==> src/rtl/smith_waterman_affine_int8_assert.svh <==
// ----------------------------------------------------------------------------
// smith_waterman_affine_int8_assert.svh
// assertion macros for the alignment scorer rtl
// ----------------------------------------------------------------------------
`ifndef SMITH_WATERMAN_AFFINE_INT8_ASSERT_SVH
`define SMITH_WATERMAN_AFFINE_INT8_ASSERT_SVH

`ifndef SYNTHESIS

// clocked check, off while reset is asserted
`define SWA_ASSERT(lbl, prop, msg) \
    lbl: assert property (@(posedge clk) disable iff (!rst_n) prop) else $error(msg);

// clocked check that also holds during reset
`define SWA_ASSERT_ALWAYS(lbl, prop, msg) \
    lbl: assert property (@(posedge clk) prop) else $error(msg);

`else

`define SWA_ASSERT(lbl, prop, msg)
`define SWA_ASSERT_ALWAYS(lbl, prop, msg)

`endif

`endif

==> src/rtl/swa_pkg.sv <==
// ----------------------------------------------------------------------------
// swa_pkg
// shared types, sizes and saturating arithmetic for the alignment scorer
// ----------------------------------------------------------------------------
package swa_pkg;

    localparam int MAX_QUERY_LEN = 1024;
    localparam int ROW_W = (MAX_QUERY_LEN > 1) ? $clog2(MAX_QUERY_LEN) : 1;
    localparam logic [ROW_W-1:0] ROW_LAST = ROW_W'(MAX_QUERY_LEN - 1);

    localparam int SCORE_W = 8;
    localparam int PEN_W   = 7;
    localparam int CFG_IDX_W = 1;

    localparam logic [CFG_IDX_W-1:0] CFG_GAP_OPEN   = 1'b0;
    localparam logic [CFG_IDX_W-1:0] CFG_GAP_EXTEND = 1'b1;

    localparam logic [PEN_W-1:0] GAP_OPEN_RESET   = 7'd12;
    localparam logic [PEN_W-1:0] GAP_EXTEND_RESET = 7'd1;

    localparam logic signed [SCORE_W-1:0] SCORE_MIN       = 8'sh80;
    localparam logic signed [SCORE_W-1:0] SCORE_MAX       = 8'sh7F;
    localparam logic [SCORE_W-1:0]        FINAL_SCORE_TOP = 8'hFF;

    typedef logic signed [SCORE_W-1:0] score_t;

    typedef struct packed {
        logic first_row;
        logic new_sequence;
        logic last_cell;
    } cell_ctrl_t;

    typedef struct packed {
        logic [PEN_W-1:0] open_pen;
        logic [PEN_W-1:0] ext_pen;
    } gap_cfg_t;

    typedef struct packed {
        score_t h;
        score_t e;
    } row_entry_t;

    function automatic score_t sat_add(input score_t a, input score_t b);
        logic signed [SCORE_W:0] s;
        s = {a[SCORE_W-1], a} + {b[SCORE_W-1], b};
        if (s > 9'sd127)
            return SCORE_MAX;
        else if (s < -9'sd128)
            return SCORE_MIN;
        return s[SCORE_W-1:0];
    endfunction

    // penalty is unsigned, so only the floor can be hit
    function automatic score_t sat_sub(input score_t a, input logic [PEN_W-1:0] p);
        logic signed [SCORE_W:0] s;
        s = {a[SCORE_W-1], a} - $signed({2'b00, p});
        if (s < -9'sd128)
            return SCORE_MIN;
        return s[SCORE_W-1:0];
    endfunction

    function automatic score_t max8(input score_t a, input score_t b);
        return (a > b) ? a : b;
    endfunction

endpackage

==> src/rtl/swa_cell.sv <==
// ----------------------------------------------------------------------------
// swa_cell
// one matrix cell update: h, gaps, diagonal and best-score registers
// ----------------------------------------------------------------------------
module swa_cell (
    input  logic                clk,
    input  logic                rst_n,
    input  logic                fire,
    input  swa_pkg::cell_ctrl_t ctrl,
    input  swa_pkg::score_t     subst,
    input  swa_pkg::row_entry_t stored,
    input  swa_pkg::gap_cfg_t   cfg,
    output swa_pkg::row_entry_t updated,
    output logic                res_valid,
    output logic [7:0]          res_score,
    output logic                res_overflow
);
    import swa_pkg::*;

    score_t diag_reg, diag_next;
    score_t vgap_reg, vgap_next;
    score_t best_reg, best_next;

    score_t diag_cur, vgap_cur, best_cur;
    score_t hs, es, h, hopen, best_upd;

    always_comb
    begin
        diag_cur = ctrl.first_row ? SCORE_MIN : diag_reg;
        vgap_cur = ctrl.first_row ? SCORE_MIN : vgap_reg;
        best_cur = (ctrl.first_row && ctrl.new_sequence) ? SCORE_MIN : best_reg;

        hs = ctrl.new_sequence ? SCORE_MIN : stored.h;
        es = ctrl.new_sequence ? SCORE_MIN : stored.e;

        h        = max8(max8(sat_add(diag_cur, subst), vgap_cur), es);
        best_upd = max8(best_cur, h);
        hopen    = sat_sub(h, cfg.open_pen);

        updated.h = h;
        updated.e = max8(sat_sub(es, cfg.ext_pen), hopen);

        vgap_next = max8(sat_sub(vgap_cur, cfg.ext_pen), hopen);
        diag_next = hs;
        best_next = ctrl.last_cell ? SCORE_MIN : best_upd;

        res_valid    = fire && ctrl.last_cell;
        // adding the bias is a flip of the sign bit
        res_score    = {~best_upd[7], best_upd[6:0]};
        res_overflow = (best_upd == SCORE_MAX);
    end

    always_ff @(posedge clk or negedge rst_n)
    begin
        if (!rst_n)
        begin
            diag_reg <= SCORE_MIN;
            vgap_reg <= SCORE_MIN;
            best_reg <= SCORE_MIN;
        end
        else if (fire)
        begin
            diag_reg <= diag_next;
            vgap_reg <= vgap_next;
            best_reg <= best_next;
        end
    end

endmodule

==> config.mk <==
export PLATFORM = sky130hd
export DESIGN_NAME = swa_cell
export DESIGN_NICKNAME = d
export VERILOG_FILES = /design/src/rtl/smith_waterman_affine_int8_assert.svh /design/src/rtl/swa_pkg.sv /design/src/rtl/swa_cell.sv
export SDC_FILE = /design/constraint.sdc
export NUM_CORES = 1
export LEC_CHECK = 0
export BUFFER_PORTS_ARGS = -buffer_cell sky130_fd_sc_hd__buf_2
export CAP_MARGIN = 5
export CELL_PAD_IN_SITES_DETAIL_PLACEMENT = 1
export CELL_PAD_IN_SITES_GLOBAL_PLACEMENT = 1
export CORE_ASPECT_RATIO = 0.8
export CORE_MARGIN = 5
export CORE_UTILIZATION = 47
export DETAILED_ROUTE_END_ITERATION = 10
export PLACE_DENSITY = 0.95
export SLEW_MARGIN = 20
export SYNTH_ARGS = -nofsm -noshare
export SYNTH_HDL_FRONTEND = slang
export SYNTH_SLANG_ARGS = --single-unit
==> constraint.sdc <==
create_clock -name clk -period 48.3 [get_ports clk]
set_input_delay 12.075 -clock clk [delete_from_list [all_inputs] [get_ports clk]]
set_output_delay 12.075 -clock clk [all_outputs]
set_load 0.02 [all_outputs]
* Yosys cells after proc, flatten, opt, wreduce, memory -nomap -nowiden
Index checks and enable logic that the tools add are counted.
Storage, ports and cells: bits of input ports 44, register bits 24
Cells by class: mux-type cells 25, $lt $le $gt $ge 10, add/subtract/negate cells 4, eq/ne operators 1, reduce and logical (&&, ||, !) cells 2, bitwise operators 1
Operators by type and width (number):
- two-way mux 8 bit | 20
- > comparator 8 bit | 5
- < comparator 9 x 8 -> 1 bit (second input constant) | 4
- subtractor 8 x 8 -> 9 bit | 3
- adder 8 x 8 -> 9 bit | 1
- > comparator 9 x 8 -> 1 bit (second input constant) | 1
- equality test 8 bit (second input constant) | 1
- two-way mux 1 bit | 5
- logical AND 1 bit | 2
- NOT 1 bit | 1

* Logic depth before layout (Yosys ltp)
word-level depth 16, gate-level depth with buffers 50, gate-level depth less buffers 45

* Least setup slack after synthesis
OpenSTA, ideal clock, no wires.
kind input-to-output, from input ctrl[2] in the netlist's numbering, to output updated[7] in the netlist's numbering, data arrival time 21.293 ns, buffers on the path 5, stages 45, setup slack 14.932 ns, cells stage by stage clkbuf_1 -> nor2_1 -> ha_1 -> fa_1 -> a211oi_1 -> o211ai_1 -> nand3_1 -> buf_2 -> a221o_1 -> nand2_1 -> ha_1 -> and4_1 -> a41o_1 -> a32oi_2 -> buf_4 -> nor2_1 -> a31oi_1 -> inv_1 -> [... 9 more ...] -> ha_1 -> nor2b_1 -> o21a_1 -> o21ai_0 -> a2111oi_0 -> nand2_1 -> mux2_4 -> buf_2 -> o21ai_1 -> ha_1 -> nor2b_1 -> o21a_1 -> o21a_1 -> o21a_1 -> o21a_1 -> o2111ai_1 -> nand2_1 -> a41oi_1
RTL lines:
- start: declaration | line swa_cell.sv:9 | input swa_pkg::cell_ctrl_t ctrl,
- end: declaration | line swa_cell.sv:13 | output swa_pkg::row_entry_t updated,

==> run_results.csv <==
group,metric,value,unit
timing,period_minus_slack,35.14,ns
logic_synthesis,synthCells,552,
logic_synthesis,synth_seq_cells,24,
clocking,clock_latency,0.27,ns
hold_path,min_from,"best_reg[3]",
hold_path,whs_endpoint,"best_reg[3]",
detailed_routing,drtIter0Drc,239,
logic_synthesis,synthesis.area,4312,µm²
logic_synthesis,synth_top_family_by_area,"compound AO/OA/AOI/OAI gates",
clocking,cts_buffers,3,
grt,grt.met2_usage,0.4574,
job,maxCapViolCount,0,
clocking,h-tree-depth,1,
logic_synthesis,synthXorXnorAreaFrac,0.03453,
timing,finalSetupTns,0,ns
finish,drive_gt1_frac,0.1773,
floorplan,initial_core_util,0.4791,
detailed_routing,wire_per_inst,20.00,µm
detailed_routing,vias_per_cell,6.119,
run_status,status,"finished clean",
timing,skew,0.001718,ns
logic_synthesis,synth_compound_area_frac,0.2652,
detailed_routing,drc,0,
worst_setup_path,setup.worst_path.end_class,"primary output",
worst_setup_path,critPathRequiredTime,36.23,ns
finish,diodes,0,
worst_setup_path,arrival,23.07,ns
detailed_routing,via_count,4430,
grt,antenna_found_initial,0,
clocking,cts_resized,0,
finish,area_growth,11.75,%
worst_setup_path,r2r-end,"vgap_reg[0]",
hold_path,min_path_type,"reg -> reg",
grt,busiest_layer,"met2",
grt,grt_overflow,0,
worst_setup_path,setup.worst_path.start,"ctrl[2]",
placed_design,place_hpwl,12050,µm
timing,max_freq,28.45,MHz
clocking,cts_hold_buf,0,
placed_design,port_buffers,69,
floorplan,die_h,95.67,µm
clocking,clk_pin_slew,0.07,ns
logic_synthesis,seq_area_frac_synth,0.1402,
logic_synthesis,avgSynthCellArea,7.811,µm²
logic_synthesis,syn-num-nets,669,
grt,grt_pass1_wl,23170,µm
timing,finalSetupViolCount,0,
hold_path,min_path_cells,2,
worst_setup_path,criticalPathCategory,"in -> out",
grt,grtUsageMet3,0.04188,
floorplan,core,8999,µm²
logic_synthesis,synthAdderAreaFrac,0.2188,
timing,rsz0062_at_grt,"no",
grt,grtUsageMet1,0.3278,
timing,tightest_slew,0.8996,ns
placed_design,gp_congestion,0.9087,
timing,maxSlewHeadroom,0.3975,
floorplan,num_io_pins,70,
clocking,cts-root-buf,"clkbuf_16",
floorplan,dieArea,11200,µm²
logic_synthesis,synth_mux_area_frac,0.04121,
clocking,clockBufferDepth,2,
worst_setup_path,cp_slowest_stage_delay,0.76,ns
worst_setup_path,r2r_start,"diag_reg[0]",
timing,slew_violations,0,
logic_synthesis,synthArstFlopShare,1.000,
clocking,numClockSinks,24,
grt,grt_max_degree,36,
grt,grt_pass1_vias,4837,
worst_setup_path,rr_worst_depth,40,
clocking,cts_tree,"built",
timing,finalHoldViolCount,0,
detailed_routing,antenna_left,0,
detailed_routing,drt-total-wl,14480,µm
floorplan,die_w,117.1,µm
logic_synthesis,synth_edf_count,0,
timing,fin_crit_sh,0.7276,
grt,grtUsageTotal,0.2600,
floorplan,num_rows,31,
finish,fin_nets,727,
logic_synthesis,synth_simple_gate_area_frac,0.2147,
logic_synthesis,synth_cell_type_count,71,
worst_setup_path,cpMaxStageDelayCell,"a2111oi_0",
logic_synthesis,synth_ff_type,"dfrtp_1",
clocking,cts_setup_buffers,0,
logic_synthesis,ys_warn_count,0,
worst_setup_path,startpoint_type,"primary input",
worst_setup_path,crit_path_max_fanout,18,
detailed_routing,first_pass_iters,4,
worst_setup_path,r2r_setup_slack,37.34,ns
[synth_stat cells, types with 4 or more instances]
cell      count  area [µm²]
inv_1        78       292.8
ha_1         69       863.3
nor2_1       44       165.2
nand2_1      31       116.4
o21ai_0      31       155.2
dfrtp_1      21       525.5
nand2b_1     21       131.4
a21oi_1      19       95.09
o21a_1       17       127.6
and2_1       13       81.33
xnor2_1      11       96.34
a21o_1       10       75.07
clkbuf_1     10       37.54
nor2b_1      10       62.56
o211ai_1     10       75.07
nand3_1       9       45.04
nand4_1       9       56.30
mux2i_1       8       80.08
o221ai_1      8       70.07
nand3b_1      7       52.55
nor3_1        7       35.03
a22o_1        6       52.55
a31oi_1       6       37.54
o21ai_1       6       30.03
or2_2         6       37.54
xor2_1        6       52.55
a211oi_1      5       37.54
fa_1          4       80.08
o21bai_1      4       30.03
[area by class of cell]
class	instances	area, µm²
fillers	1153	4180
clock buffers	4	88.84
flip-flops and latches	24	604.3
repair buffers	69	345.3
well taps	115	143.9
multi-input cells	434	3343
inverters	78	292.8
[metrics by stage]
step | instances | area, µm² | util | setup WS (ns) | hold WS [ns]
2_1_floorplan | 552 | 4312 | - | 14.93 | 0.4402
4_1_cts | 724 | 4815 | 0.5350 | 13.10 | 0.4907
3_3_place_gp | 720 | 4726 | 0.5252 | 13.99 | 0.4569
5_1_grt | 724 | 4818 | 0.5355 | 12.43 | 0.5149
3_5_place_dp | 720 | 4726 | 0.5252 | 13.29 | 0.4758
6_report | 724 | 4818 | 0.5355 | 13.16 | 0.4929
[critical path: cells and delay by family]
kind	cells	cell delay, ns
adders and majority gates	6	1.88
buffers and inverters	4	0.61
muxes	1	0.36
and+or+nand+nor	11	2.17
AOI/OAI and AO/OA	19	5.98
[worst max-delay path by stage]
| stage | to | slack (ns) | cells after the start |
|---|---|---|---|
| 2_1_floorplan | updated[7] | 14.93 | 45 |
| 3_3_place_gp | updated[7] | 13.99 | 43 |
| 3_5_place_dp | updated[7] | 13.29 | 43 |
| 4_1_cts | updated[7] | 13.10 | 43 |
| 5_1_grt | updated[7] | 12.43 | 43 |
| 6_report | updated[7] | 13.16 | 41 |
[placed cells by master, fill, tap and decap left out, types with 3 or more instances in the layout]
| cell | count |
|---|---|
| a311oi_1 | 3 |
| mux2i_1 | 8 |
| nand4_1 | 9 |
| o21bai_1 | 4 |
| xnor2_1 | 11 |
| xor2_1 | 6 |
| nand2_1 | 31 |
| and4_1 | 3 |
| or2_2 | 6 |
| o31ai_1 | 3 |
| nor2_1 | 44 |
| o21ai_1 | 6 |
| a21oi_1 | 18 |
| o31ai_2 | 3 |
| nor3b_1 | 3 |
| nor3_1 | 7 |
| o21a_1 | 17 |
| clkbuf_16 | 3 |
| inv_1 | 78 |
| nand3_1 | 9 |
| o221ai_1 | 8 |
| o21ai_0 | 31 |
| a31oi_1 | 6 |
| a211oi_1 | 5 |
| dfstp_2 | 3 |
| nand3b_1 | 7 |
| nand2b_1 | 21 |
| buf_2 | 69 |
| and2_1 | 13 |
| a22o_1 | 6 |
| dfrtp_1 | 21 |
| o211ai_1 | 10 |
| nor2b_1 | 10 |
| a21o_1 | 10 |
| ha_1 | 69 |
| fa_1 | 4 |
[routing by layer]
layer | wire length [µm] | vias up
met2 | 6771 | 139
met5 | 0 | -
li1 | - | 2082
met1 | 6391 | 2173
met4 | 378 | 0
met3 | 936 | 36
[cell families after synthesis]
kind of cell	Yosys count
AO/OA/AOI/OAI	156
XOR/XNOR	17
adder cells (fa/ha/maj)	73
buffers and inverters	94
flip-flops	24
multiplexers	14
AND/OR/NAND/NOR	174
Power is left out: the tool's default activity adds up to more than one toggle a clock period on the data nets, which glitch-free logic cannot reach.
